--- src/hdl/perspective_edge_projector_assert.svh ---
// ----------------------------------------------------------------------------
// Assertion macros for the edge projector
// Concurrent checks that sample on clk and stay quiet while rst_n is low.
// ----------------------------------------------------------------------------
`ifndef PERSPECTIVE_EDGE_PROJECTOR_ASSERT_SVH
`define PERSPECTIVE_EDGE_PROJECTOR_ASSERT_SVH

`ifndef NO_ASSERTIONS

// same-cycle implication
`define PEP_ASSERT_IMP(lbl, ante, cons) \
  lbl: assert property (@(posedge clk) disable iff (!rst_n) (ante) |-> (cons)) \
    else $error("pep assertion failed");

// next-cycle implication
`define PEP_ASSERT_NXT(lbl, ante, cons) \
  lbl: assert property (@(posedge clk) disable iff (!rst_n) (ante) |=> (cons)) \
    else $error("pep assertion failed");

`else

`define PEP_ASSERT_IMP(lbl, ante, cons)
`define PEP_ASSERT_NXT(lbl, ante, cons)

`endif

`endif

--- src/hdl/pep_udiv.sv ---
// ----------------------------------------------------------------------------
// pep_udiv
// Pipelined restoring divider, one quotient bit per stage, several lanes in
// lockstep with a sideband that rides along. Flags quotients >= 2^QW.
// ----------------------------------------------------------------------------
`include "perspective_edge_projector_assert.svh"

module pep_udiv #(
  parameter int LANES = 1,
  parameter int NW    = 34,
  parameter int DW    = 33,
  parameter int QW    = 1,
  parameter int SW    = 1
) (
  input  logic                         clk,
  input  logic                         rst_n,
  input  logic                         en,
  input  logic                         in_valid,
  input  logic [LANES-1:0][NW-1:0]     in_num,
  input  logic [LANES-1:0][DW-1:0]     in_den,
  input  logic [SW-1:0]                in_side,
  output logic                         out_valid,
  output logic [LANES-1:0][QW-1:0]     out_quo,
  output logic [LANES-1:0]             out_ovf,
  output logic [SW-1:0]                out_side
);

  localparam int HW    = NW - QW;
  localparam int CMP_W = (HW > DW) ? HW : DW;

  logic [QW:0]                     v_r, v_nxt;
  logic [LANES-1:0][DW-1:0]        rem_r  [QW+1];
  logic [LANES-1:0][DW-1:0]        rem_nxt[QW+1];
  logic [LANES-1:0][QW-1:0]        low_r  [QW+1];
  logic [LANES-1:0][QW-1:0]        low_nxt[QW+1];
  logic [LANES-1:0][QW-1:0]        quo_r  [QW+1];
  logic [LANES-1:0][QW-1:0]        quo_nxt[QW+1];
  logic [LANES-1:0][DW-1:0]        den_r  [QW+1];
  logic [LANES-1:0][DW-1:0]        den_nxt[QW+1];
  logic [LANES-1:0]                ovf_r  [QW+1];
  logic [LANES-1:0]                ovf_nxt[QW+1];
  logic [SW-1:0]                   side_r [QW+1];
  logic [SW-1:0]                   side_nxt[QW+1];

  always_comb begin
    logic [HW-1:0] hi;
    logic [DW:0]   t;
    logic          ge;
    v_nxt = {v_r[QW-1:0], in_valid};
    // entry stage: the high part must already be below the divisor
    for (int l = 0; l < LANES; l++) begin
      hi              = in_num[l][NW-1:QW];
      ovf_nxt[0][l]   = CMP_W'(hi) >= CMP_W'(in_den[l]);
      rem_nxt[0][l]   = DW'(hi);
      low_nxt[0][l]   = in_num[l][QW-1:0];
      quo_nxt[0][l]   = '0;
    end
    den_nxt[0]  = in_den;
    side_nxt[0] = in_side;
    for (int k = 1; k <= QW; k++) begin
      for (int l = 0; l < LANES; l++) begin
        t  = {rem_r[k-1][l], low_r[k-1][l][QW-1]};
        ge = t >= {1'b0, den_r[k-1][l]};
        rem_nxt[k][l] = ge ? DW'(t - {1'b0, den_r[k-1][l]}) : DW'(t);
        low_nxt[k][l] = low_r[k-1][l] << 1;
        quo_nxt[k][l] = (quo_r[k-1][l] << 1) | QW'(ge);
      end
      ovf_nxt[k]  = ovf_r[k-1];
      den_nxt[k]  = den_r[k-1];
      side_nxt[k] = side_r[k-1];
    end
  end

  always_ff @(posedge clk) begin
    if (!rst_n) begin
      v_r <= '0;
    end else if (en) begin
      v_r <= v_nxt;
    end
  end

  always_ff @(posedge clk) begin
    if (en) begin
      rem_r  <= rem_nxt;
      low_r  <= low_nxt;
      quo_r  <= quo_nxt;
      den_r  <= den_nxt;
      ovf_r  <= ovf_nxt;
      side_r <= side_nxt;
    end
  end

  assign out_valid = v_r[QW];
  assign out_quo   = quo_r[QW];
  assign out_ovf   = ovf_r[QW];
  assign out_side  = side_r[QW];

  `PEP_ASSERT_NXT(a_div_enter, en && in_valid, v_r[0])
  `PEP_ASSERT_NXT(a_div_hold, !en, $stable(v_r) && $stable(quo_r[QW]))
  `PEP_ASSERT_IMP(a_div_rem, v_r[QW] && !ovf_r[QW][0], rem_r[QW][0] < den_r[QW][0])

endmodule

--- config.mk ---
export PLATFORM = sky130hd
export DESIGN_NAME = pep_udiv
export DESIGN_NICKNAME = d
export VERILOG_FILES = /design/src/hdl/pep_udiv.sv
export VERILOG_INCLUDE_DIRS = /design/src /design/src/hdl
export SDC_FILE = /design/constraint.sdc
export NUM_CORES = 1
export LEC_CHECK = 0
export BUFFER_PORTS_ARGS = -buffer_cell sky130_fd_sc_hd__buf_2
export CAP_MARGIN = 10
export CELL_PAD_IN_SITES_DETAIL_PLACEMENT = 0
export CELL_PAD_IN_SITES_GLOBAL_PLACEMENT = 1
export CORE_UTILIZATION = 30
export DETAILED_ROUTE_END_ITERATION = 10
export GPL_TIMING_DRIVEN = 0
export MAX_ROUTING_LAYER = met4
export PLACE_DENSITY = 0.68
export SYNTH_ARGS = -nofsm -noshare
export SYNTH_HDL_FRONTEND = slang
export SYNTH_SLANG_ARGS = --single-unit
--- constraint.sdc ---
create_clock -name clk -period 1.9 [get_ports clk]
set_input_delay 0.095 -clock clk [delete_from_list [all_inputs] [get_ports clk]]
set_output_delay 0.095 -clock clk [all_outputs]
set_load 0.005 [all_outputs]
Word level (Yosys, flattened, before mapping)
Index checks and enable logic that the tools add are counted.
{"block": "classes", "order_cmp": 2}
{"op": "$ge A34 B33 Y1", "n": 1}
{"op": "$ge A33 B33 Y1", "n": 1}
{"block": "totals", "register_bits": 74, "in_bits": 72, "out_inout_bits": 4, "word_cells": 11}

Depth between registers and ports, before layout
Gate-level depths: netlist of run 1.
{"block": "depth", "depth_word": 1, "mapped_depth": 8, "mapped_depth_nobuf": 8}

Worst setup path before layout of run 1
OpenSTA, ideal clock, no wires.
{"block": "synth_timing", "kind": "register to register", "startpoint": "register rem_r[55] (netlist name)", "endpoint": "register quo_r, in the netlist out_quo, data pin", "synth_period_minus_slack_ns": 1.817, "setup_time_ns": 0.255, "arrival_time_ns": 1.562, "t_required_ns": 1.645, "path_stages_with_launch": 8, "path_slack_ns": 0.083, "path_cell_list": "edfxtp_1 ha_1 a21o_1 a21o_1 a221oi_2 and3_1 o211ai_1 and3_1"}
{"element": "start, declared", "line_no": "pep_udiv.sv:32", "rtl": "logic [LANES-1:0][DW-1:0] rem_r [QW+1];"}
{"element": "start signal, assigned", "line_no": "pep_udiv.sv:84", "rtl": "rem_r <= rem_nxt;"}
{"element": "end signal, assigned", "line_no": "pep_udiv.sv:86", "rtl": "quo_r <= quo_nxt;"}
{"element": "end, declared", "line_no": "pep_udiv.sv:36", "rtl": "logic [LANES-1:0][QW-1:0] quo_r [QW+1];"}

==> results.md, run 1 <==
* Input/output buffers at 75
* Critical path launch point type: register
* Yosys top cell by area: edfxtp_1
* DP HPWL at 5635 um
* Fin Hold WS at 0.04412 ns
* Die height at 116.0 um
* TritonCTS Buffers at 9
* Setup CP Type: register to register
* Detailed Routing Iterations Pass 1 at 4
* Layout cell share with drive strength beyond 1 at 25.38%
* Violated checks: setup timing
* Share of flip-flops with an asynchronous set or reset at 0%
* Arrival time at the worst endpoint at 2.00 ns
* Relative slew slack at 36.85%
* CP top delay family: compound AO/OA/AOI/OAI gates
* Vias in the first global route at 2821
* # setup viols final at 1
* Slowest library cell on the worst path: o41ai_4
* CTS clk-pin slew, worst paths at 0.06 ns
* Final RePlAce weighted congestion at 0.7764
* Max Root-Sink Buffers at 2
* Row Count at 41
* Endpoints failing hold at 0
* Max Clk Rate at 523.6 MHz
* Worst path bufs/invs at 1
* Ys Warns at 0
* Crit path setup slack, layout at -0.009947 ns
* Post-layout util at 45.34%
* Final cell count without fillers at 637
* Run status: finished, violations left
* Sum Neg Setup Slack at -0.009947 ns
* Flop and latch count out of synthesis at 74
* Most frequent cell after synthesis: edfxtp_1
* Period utilization at 100.5%
* Area grow syn2layout at 46.85%
* Hold path startpoint: in_valid
* RSZ-0062 raised after global routing: true
* WL final at 7963 um
* Clk_skew at 0.004378 ns
* Worst hold path type: primary input to register
* H-tree lvl count at 3
* FILL cells at 1189
* Yosys cell types at 33
* First-pass GRT wire length at 12640 um
* DR vias at 2749
* Seq/Total Area, Yosys at 56.52%
* Post-synth top cells: edfxtp_1 (72), ha_1 (66), inv_1 (66)
* Post-Syn Area at 0.003896 mm^2
* Starting Density at 30.87%
* Max VDD drop at 0.4461 mV
* Lkg Pwr at 2.638 nW
* Cell Chain, Critical Path: inv_1, ha_1, a21o_1, nand3_1, a21oi_2, o41ai_4, o211ai_1, and3_1
* Final ANT Viol Nets at 0
* Drt initial violations at 86
* Top cell type's share of synthesized area at 55.49%
* Number of flops mapped to enable cells by yosys at 72
* Mean Syn Cell Area at 12.82 um^2
* Largest net degree at the start of global routing at 75
* DRC at 0
* Crit path max fanout at 2
* Initial antenna violation count at 0
* Most used flip-flop cell after synthesis: edfxtp_1
* Congestion Overflow GR at 0
* Crit path from: den_nxt[3]
* Antenna cells at 0
* Chip width at 116.0 um
* CTS tree: yes
* Total global-route track usage at 13.00%
* Core area at 0.01262 mm^2
* Vias per cell at 4.316
* Fin nets at 598
* Largest cells by area after synthesis: edfxtp_1 (55%), ha_1 (21%), inv_1 (6.4%)
* Cell Area, Placed at 0.004489 mm^2
* Die Area at 0.01345 mm^2
* Mapped Cells at 304
* Setup crit end kind: register
* Worst-Margin Slew at 0.9472 ns
* CP max stage delay at 0.39 ns
* Reg-to-Reg Start: den_nxt[3]
* Tot Pwr at 4.674 mW
* Worst skew pair latency at 0.33 ns
* CTS Sinks at 74
* Boundary Pins at 76
* Finished Cell Area at 0.005722 mm^2
* Period minus WS final at 1.910 ns
* Number of max-cap violations at 0
* Final Max Tran Viols at 0
* WL per Instance at 12.50 um
* CTS root buf: clkbuf_16
* Placed cells at 551
* CP Data Required Time at 1.99 ns
* Syn_nets at 442
* PD cells at 816.8 mW/mm^2
* Dpl ws at -0.3252 ns
## worst reg2reg max path: stages (launching register included)
cell and delay [ns]:
edfxtp_1 0.33, inv_1 0.04, ha_1 0.30, a21o_1 0.16
nand3_1 0.09, a21oi_2 0.07, o41ai_4 0.39, o211ai_1 0.14
and3_1 0.16
## layout by cell type (no fill, tap or decap), types with 2 or more instances in the layout
master | Yosys | final
edfxtp_1 | 72 | 72
buf_2 | 0 | 72
dlygate4sd3_1 | 0 | 69
inv_1 | 66 | 65
ha_1 | 66 | 60
a21oi_1 | 19 | 14
a21o_1 | 14 | 14
nand4_1 | 11 | 11
clkbuf_16 | 0 | 9
nand2_1 | 8 | 8
ha_4 | 0 | 6
nor2_1 | 5 | 5
a21oi_2 | 0 | 5
nor2b_1 | 4 | 4
buf_4 | 0 | 4
o21ai_0 | 6 | 3
o21ai_1 | 2 | 3
nand3_1 | 3 | 3
bufinv_16 | 0 | 3
nand2b_1 | 2 | 2
o21ai_2 | 0 | 2
and3_1 | 2 | 2
mux2i_1 | 2 | 2
clkbuf_8 | 0 | 2
clkinv_2 | 0 | 2
dfxtp_1 | 2 | 2
## routing by layer
metal / up-vias / track usage (%) / routed length (um)
met3: 7 / 3.452 / 277
li1: 1421 / - / -
met4: 0 / 4.872 / 104
met2: 52 / 21.39 / 3899
met5: - / - / 0
met1: 1269 / 15.21 / 3682
## timing repair
action                                 in CTS  in global routing
pin swaps                                   9                 10
endpoints found under the hold margin      70                  0
setup buffers                               0                  3
setup endpoints to repair                   1                  2
gates resized for setup                    10                 18
hold buffers                               69                  0
## flip-flops by register name, summed over array words and instances, names as in the netlist
signal	flops
den_nxt	33
rem_r	33
v_r	2
low_r	1
out_ovf	1
out_quo	1
out_side	1
ovf_nxt	1
side_nxt	1
## where the power goes
part	internal (mW)	switching (mW)
sequential	1.94	0.0390
clock	1.35	0.628
combinational	0.376	0.342
## cells by family after synthesis
logic type	share of synthesized area [%]
mux	0.5138
flops	56.52
compound gates	9.634
fa+ha+maj	21.19
simple gates	5.780
buf+inv	6.358
## worst paths after layout
path / to / slack (ns) / cells past startpoint
setup reg to reg: out_quo / -0.01 / 8
hold / removal: v_r[0] / 0.04 / 3
setup / recovery: out_quo / -0.01 / 8
hold reg to reg: out_ovf / 0.42 / 0
## area by class of cell
class | instances | area (um^2) | area share [%]
repair buffers | 145 | 1081 | 18.89
clock inverters | 5 | 100.1 | 1.749
multi-input cells | 164 | 1623 | 28.36
clock buffers | 11 | 252.7 | 4.417
flip-flops and latches | 74 | 2202 | 38.49
well taps | 172 | 215.2 | 3.761
inverters | 66 | 247.7 | 4.330
No activity file was read; power rests on OpenSTA's default activity.
==> run 2: changes to the inputs <==
Settings changed: RECOVER_POWER set to 25.
==> run 2 against run 1 <==
Against the previous run: the run still ends with setup timing left; first-iteration DRC count unchanged; core utilization down 0.24 points; combinational power down 0.8%; sequential power about the same; clock power about the same; non-clock buffer count unchanged; critical path type unchanged; largest power group unchanged; highest routed layer unchanged.
==> results.md, run 2 (same netlist as run 1, synthesis figures left out) <==
* Run status: finished, violations left
* Violated checks: setup timing
* PD cells at 820.1 mW/mm^2 (+0.40%)
* Max Clk Rate at 523.6 MHz (about the same)
* CP Data Required Time at 1.99 ns (about the same)
* Sequential share of power at 42.4% (about the same)
* First-pass GRT wire length at 12640 um (unchanged)
* Multi-input combinational cell area at 0.001623 mm^2 (unchanged)
* Setup CP Type: register to register
* Area grow syn2layout at 46.08%
* Largest net degree at the start of global routing at 75 (unchanged)
* DRC at 0 (unchanged)
* Period minus WS final at 1.910 ns (-0.00001754 ns)
* Die Area at 0.01345 mm^2 (unchanged)
* # setup viols final at 1 (unchanged)
* Final RePlAce weighted congestion at 0.7764 (unchanged)
* Antenna cells at 0 (unchanged)
* Worst r2r path cells at 8 (unchanged)
* Worst-Margin Slew at 0.9472 ns (-0.00003839 ns)
* Final ANT Viol Nets at 0 (unchanged)
* Vias per cell at 4.317 (about the same)
* Congestion Overflow GR at 0 (unchanged)
* Initial antenna violation count at 0 (unchanged)
* FILL cells at 1196 (+0.59%)
* Fin nets at 598 (unchanged)
* Sw Ratio at 21.66% (+0.049 points)
* CTS tree: yes
* Most common cell after layout, fill and taps aside: edfxtp_1
* Worst skew pair latency at 0.33 ns (about the same)
* Worst hold path type: primary input to register
* Commonest non-fill, non-tap cells in the layout: edfxtp_1 (72), dlygate4sd3_1 (69), inv_1 (65)
* Worst Hold Endpoint: v_r[0]
* Lkg Pwr at 2.572 nW (-2.5%)
* Clock Power Share at 42.4% (about the same)
* TritonCTS Buffers at 9 (unchanged)
* Sum Neg Setup Slack at -0.009929 ns (+0.00001754 ns)
* Arrival time at the worst endpoint at 2.00 ns (about the same)
* P_int at 3.657 mW (-0.19%)
* Clk_skew at 0.004387 ns (+0.000008280 ns)
* Setup crit end kind: register
* Vias in the first global route at 2821 (unchanged)
* Starting Density at 30.87% (unchanged)
* Max VDD drop at 0.4460 mV (about the same)
* Register area at 0.002202 mm^2 (unchanged)
* Worst flop-to-flop path endpoint: out_quo
* CTS Sinks at 74 (unchanged)
* Number of max-cap violations at 0 (unchanged)
* Endpoints failing hold at 0 (unchanged)
* Row Count at 41 (unchanged)
* RSZ-0062 raised after global routing: true
* R2r setup slk at -0.01 ns (about the same)
* Hold path startpoint: in_valid
* Finished Cell Area at 0.005692 mm^2 (-0.52%)
* CTS root buf: clkbuf_16
* Drt initial violations at 86 (unchanged)
* Layout cell share with drive strength beyond 1 at 20.22% (-5.2 points)
* Sw Pwr at 1.011 mW (about the same)
* Cell Area, Placed at 0.004489 mm^2 (unchanged)
* Gate power share at 15.2% (-0.2 points)
* Final Max Tran Viols at 0 (unchanged)
* Critical path launch point type: register
* Total global-route track usage at 13.00% (unchanged)
* Chip width at 116.0 um (unchanged)
* Die height at 116.0 um (unchanged)
* Max Root-Sink Buffers at 2 (unchanged)
* Boundary Pins at 76 (unchanged)
* H-tree lvl count at 3 (unchanged)
* Core area at 0.01262 mm^2 (unchanged)
* WL per Instance at 12.49 um (about the same)
* DP HPWL at 5635 um (unchanged)
* CTS clk-pin slew, worst paths at 0.06 ns (about the same)
* Crit path setup slack, layout at -0.009929 ns (+0.00001754 ns)
* Period utilization at 100.5% (about the same)
* WL final at 7959 um (about the same)
* Input/output buffers at 75 (unchanged)
* Crit path max fanout at 2 (unchanged)
* Cell count of the worst hold path at 3 (unchanged)
* Reg-to-Reg Start: den_nxt[3]
* Detailed Routing Iterations Pass 1 at 4 (unchanged)
* DR vias at 2750 (+0.036%)
* Relative slew slack at 36.85% (about the same)
-- run 2: per-layer routing --
metal,part of all wire (%),up-vias,global-route usage (%)
li1,-,1421,-
met1,46,1270,15.21
met2,49,52,21.39
met3,3.5,7,3.452
met4,1.3,0,4.872
met5,0,-,-
-- run 2: worst max-delay path, cell delays in order (launching register included) --
cell	delay [ns]
edfxtp_1	0.33
inv_1	0.04
ha_1	0.30
a21o_1	0.16
nand3_1	0.09
a21oi_2	0.07
o41ai_4	0.39
o211ai_1	0.14
and3_1	0.16
-- run 2: final cells by class --
| class | count | area share, % |
|---|---|---|
| Tap cell | 172 | 3.781 |
| Clock buffer | 11 | 4.441 |
| Timing Repair Buffer | 145 | 18.47 |
| Clock inverter | 5 | 1.759 |
| Sequential cell | 74 | 38.69 |
| Inverter | 66 | 4.353 |
| Multi-Input combinational cell | 164 | 28.51 |
-- run 2: power by group through the flow --
stage | logic, mW | registers [mW] | clock network, mW
after global placement | 0.537 | 2.01 | 0
after detailed placement | 0.553 | 2.01 | 0
final | 0.712 | 1.98 | 1.98
after CTS | 0.689 | 1.98 | 2.02
after global routing | 0.814 | 1.99 | 2.08
after floorplan | 0.320 | 2.00 | 0
-- run 2: worst max path at each step --
stage	from	endpoint	slack, ns	depth (start not counted)
finish	den_nxt[3]	out_quo	-0.01	8
global placement	rem_r[43]	out_quo	-0.35	7
CTS	den_nxt[3]	out_quo	-0.05	8
floorplan	rem_r[55]	out_quo	0.08	7
detailed placement	rem_r[43]	out_quo	-0.33	7
global route	rem_r[53]	out_quo	-0.18	7
-- run 2: repair_timing --
item                                   CTS  global route
resized for setup                       10            18
endpoints found under the hold margin   70             0
setup endpoints to repair                1             2
setup buffers                            0             3
pin swaps                                9            10
hold buffers                            69             0
-- run 2: through the flow --
step / setup slack [ns] / power, mW / util [%] / instances / hold slack, ns
floorplan: 0.08325 / 2.321 / - / 304 / 0.1939
global placement: -0.3517 / 2.548 / 35.55 / 551 / 0.2723
detailed placement: -0.3252 / 2.565 / 35.57 / 551 / 0.2731
CTS: -0.05254 / 4.692 / 44.31 / 636 / 0.02654
global route: -0.1792 / 4.890 / 45.10 / 637 / 0.09045
finish: -0.009929 / 4.668 / 45.10 / 637 / 0.04410
==> run 3: changes to the inputs <==
Settings changed: REMOVE_ABC_BUFFERS set to 1.
Clock period 1.9 ns to 1.75 ns, I/O delays scaled along.
==> run 3 against run 2 <==
Against the previous run: sequential cell count unchanged; worst setup slack worse by 0.17 ns; largest power group unchanged; clock-buffer cell count unchanged; the flow still finishes with violations (setup timing).
==> results.md, run 3 (same netlist as run 1, synthesis figures left out) <==
* TritonCTS Buffers at 9 (unchanged)
* CTS root buf: clkbuf_16
* WL final at 7965 um (about the same)
* Area grow syn2layout at 43.64%
* Endpoints failing hold at 0 (unchanged)
* CP top delay family: compound AO/OA/AOI/OAI gates
* Reg-to-Reg Start: rem_r[55]
* Relative slew slack at 36.23% (-0.63 points)
* Hold path startpoint: in_valid
* Met1 wire length at 3655 um (-0.54%)
* H-tree lvl count at 3 (unchanged)
* Vias per cell at 4.325 (+0.19%)
* Lkg Pwr at 2.573 nW (about the same)
* Fin nets at 597 (-0.17%)
* RSZ-0062 raised after global routing: true
* Detailed Routing Iterations Pass 1 at 4 (unchanged)
* Row Count at 41 (unchanged)
* DP HPWL at 5635 um (unchanged)
* DRC at 0 (unchanged)
* Worst path bufs/invs at 0 (-1)
* Period minus WS final at 1.934 ns (+0.02362 ns)
* Setup CP Type: register to register
* Worst skew pair latency at 0.33 ns (about the same)
* Violated checks: setup timing
* R2r setup slk at -0.18 ns (-0.17 ns)
* Max Root-Sink Buffers at 2 (unchanged)
* CTS tree: yes
* Tot Pwr at 5.040 mW (+8.0%)
* Crit path from: rem_r[55]
* Slowest library cell on the worst path: edfxtp_1
* Crit path setup slack, layout at -0.1835 ns (-0.1736 ns)
* Initial antenna violation count at 0 (unchanged)
* Input/output buffers at 75 (unchanged)
* Fin Hold WS at 0.02309 ns (-0.02101 ns)
* Met2 routed WL at 3846 um (-1.4%)
* Period utilization at 110.5% (+10 points)
* Run status: finished, violations left
* Setup crit end kind: register
* Most common cell after layout, fill and taps aside: edfxtp_1
* Post-layout util at 44.35% (-0.75 points)
* Vias in the first global route at 2836 (+0.53%)
* CTS Sinks at 74 (unchanged)
* WL per Instance at 12.52 um (+0.23%)
* Drt initial violations at 86 (unchanged)
* Final RePlAce weighted congestion at 0.7764 (unchanged)
* Largest net degree at the start of global routing at 75 (unchanged)
* Post-CTS setup buffers at 0 (unchanged)
* CP max stage delay at 0.37 ns (-0.02 ns)
* Die Area at 0.01345 mm^2 (unchanged)
* Crit path max fanout at 2 (unchanged)
* # setup viols final at 1 (unchanged)
* Congestion Overflow GR at 0 (unchanged)
* PD cells at 900.5 mW/mm^2 (+9.8%)
* Chip width at 116.0 um (unchanged)
* CTS clk-pin slew, worst paths at 0.06 ns (about the same)
* Total global-route track usage at 13.29% (+0.29 points)
* Boundary Pins at 76 (unchanged)
* Worst-Margin Slew at 0.9566 ns (+0.009410 ns)
* Final Max Tran Viols at 0 (unchanged)
* Starting Density at 30.87% (unchanged)
* Worst hold path type: primary input to register
* First-pass GRT wire length at 12970 um (+2.6%)
* Number of max-cap violations at 0 (unchanged)
* Antenna cells at 0 (unchanged)
* CP Data Required Time at 1.84 ns (-0.15 ns)
* Top sig layer: met4
* Routed met3 length at 358 um (+29%)
* Clk_skew at 0.004791 ns (+0.0004041 ns)
* Max Clk Rate at 517.2 MHz (-1.2%)
* Max VDD drop at 0.4845 mV (+8.6%)
* Arrival time at the worst endpoint at 2.02 ns (+0.02 ns)
* Die height at 116.0 um (unchanged)
* Layout cell share with drive strength beyond 1 at 18.10% (-2.1 points)
* Critical path launch point type: register
* Cell Chain, Critical Path: ha_1, a21o_1, a21o_1, a221oi_2, and3_1, o211ai_1, and3_1
* Core area at 0.01262 mm^2 (unchanged)
* Commonest non-fill, non-tap cells in the layout: edfxtp_1 (72), dlygate4sd3_1 (69), inv_1 (66)
* DR vias at 2751 (+0.036%)
* Final ANT Viol Nets at 0 (unchanged)
run 3: cell count changes in the layout (fill, tap and decap cells not counted), moves of 3 or more:
| cell | change |
|---|---|
| ha_1 | +4 |
| buf_4 | -3 |
| clkbuf_1 | -4 |
| buf_2 | +6 |
| ha_4 | -4 |
run 3: power breakdown:
group          internal, mW  leakage [nW]  switching [mW]  total [mW]
logic                 0.384          1.68           0.358       0.743
clock network          1.46         0.176           0.685        2.15
registers              2.11         0.721          0.0427        2.15
run 3: layout make-up:
class	count	area [um^2]
clock inverters	5	100.1
fillers	1215	7023
well taps	172	215.2
flip-flops and latches	74	2202
clock buffers	11	252.7
inverters	66	247.7
repair buffers	144	1044
multi-input cells	164	1535
run 3: stage by stage:
step	instance area, um^2	setup WS, ns	TNS (ns)	cells
after floorplan	3896	-0.06675	-0.06675	304
after global placement	4487	-0.5017	-0.8103	551
after detailed placement	4489	-0.4752	-0.7728	551
after global routing	5597	-0.3295	-0.3295	636
final	5597	-0.1835	-0.1835	636
after CTS	5592	-0.2025	-0.2025	636
run 3: worst reg2reg max path, delay by kind of cell (launching register included):
kind	cells	cell delay (ns)
AND/OR/NAND/NOR	2	0.36
flip-flops	1	0.37
adder cells (fa/ha/maj)	1	0.29
AO/OA/AOI/OAI	4	0.69
run 3: layer usage:
metal  GRT usage (%)  vias to the layer above
met4           4.615                        0
li1                -                     1421
met1           15.89                     1269
met2           21.55                       54
met3           3.609                        7
met5               -                        -
run 3: path summary, 6_finish.rpt:
kind	endpoint	depth (start not counted)
min	v_r[0]	3
max	out_quo	7
min reg2reg	out_ovf	0
max reg2reg	out_quo	7
run 3: timing repair:
item | in CTS | in global routing
pin swaps | 9 | 3
hold buffers | 69 | 0
setup endpoints to repair | 1 | 2
hold endpoints to repair | 70 | 0
gates resized for setup | 10 | 3
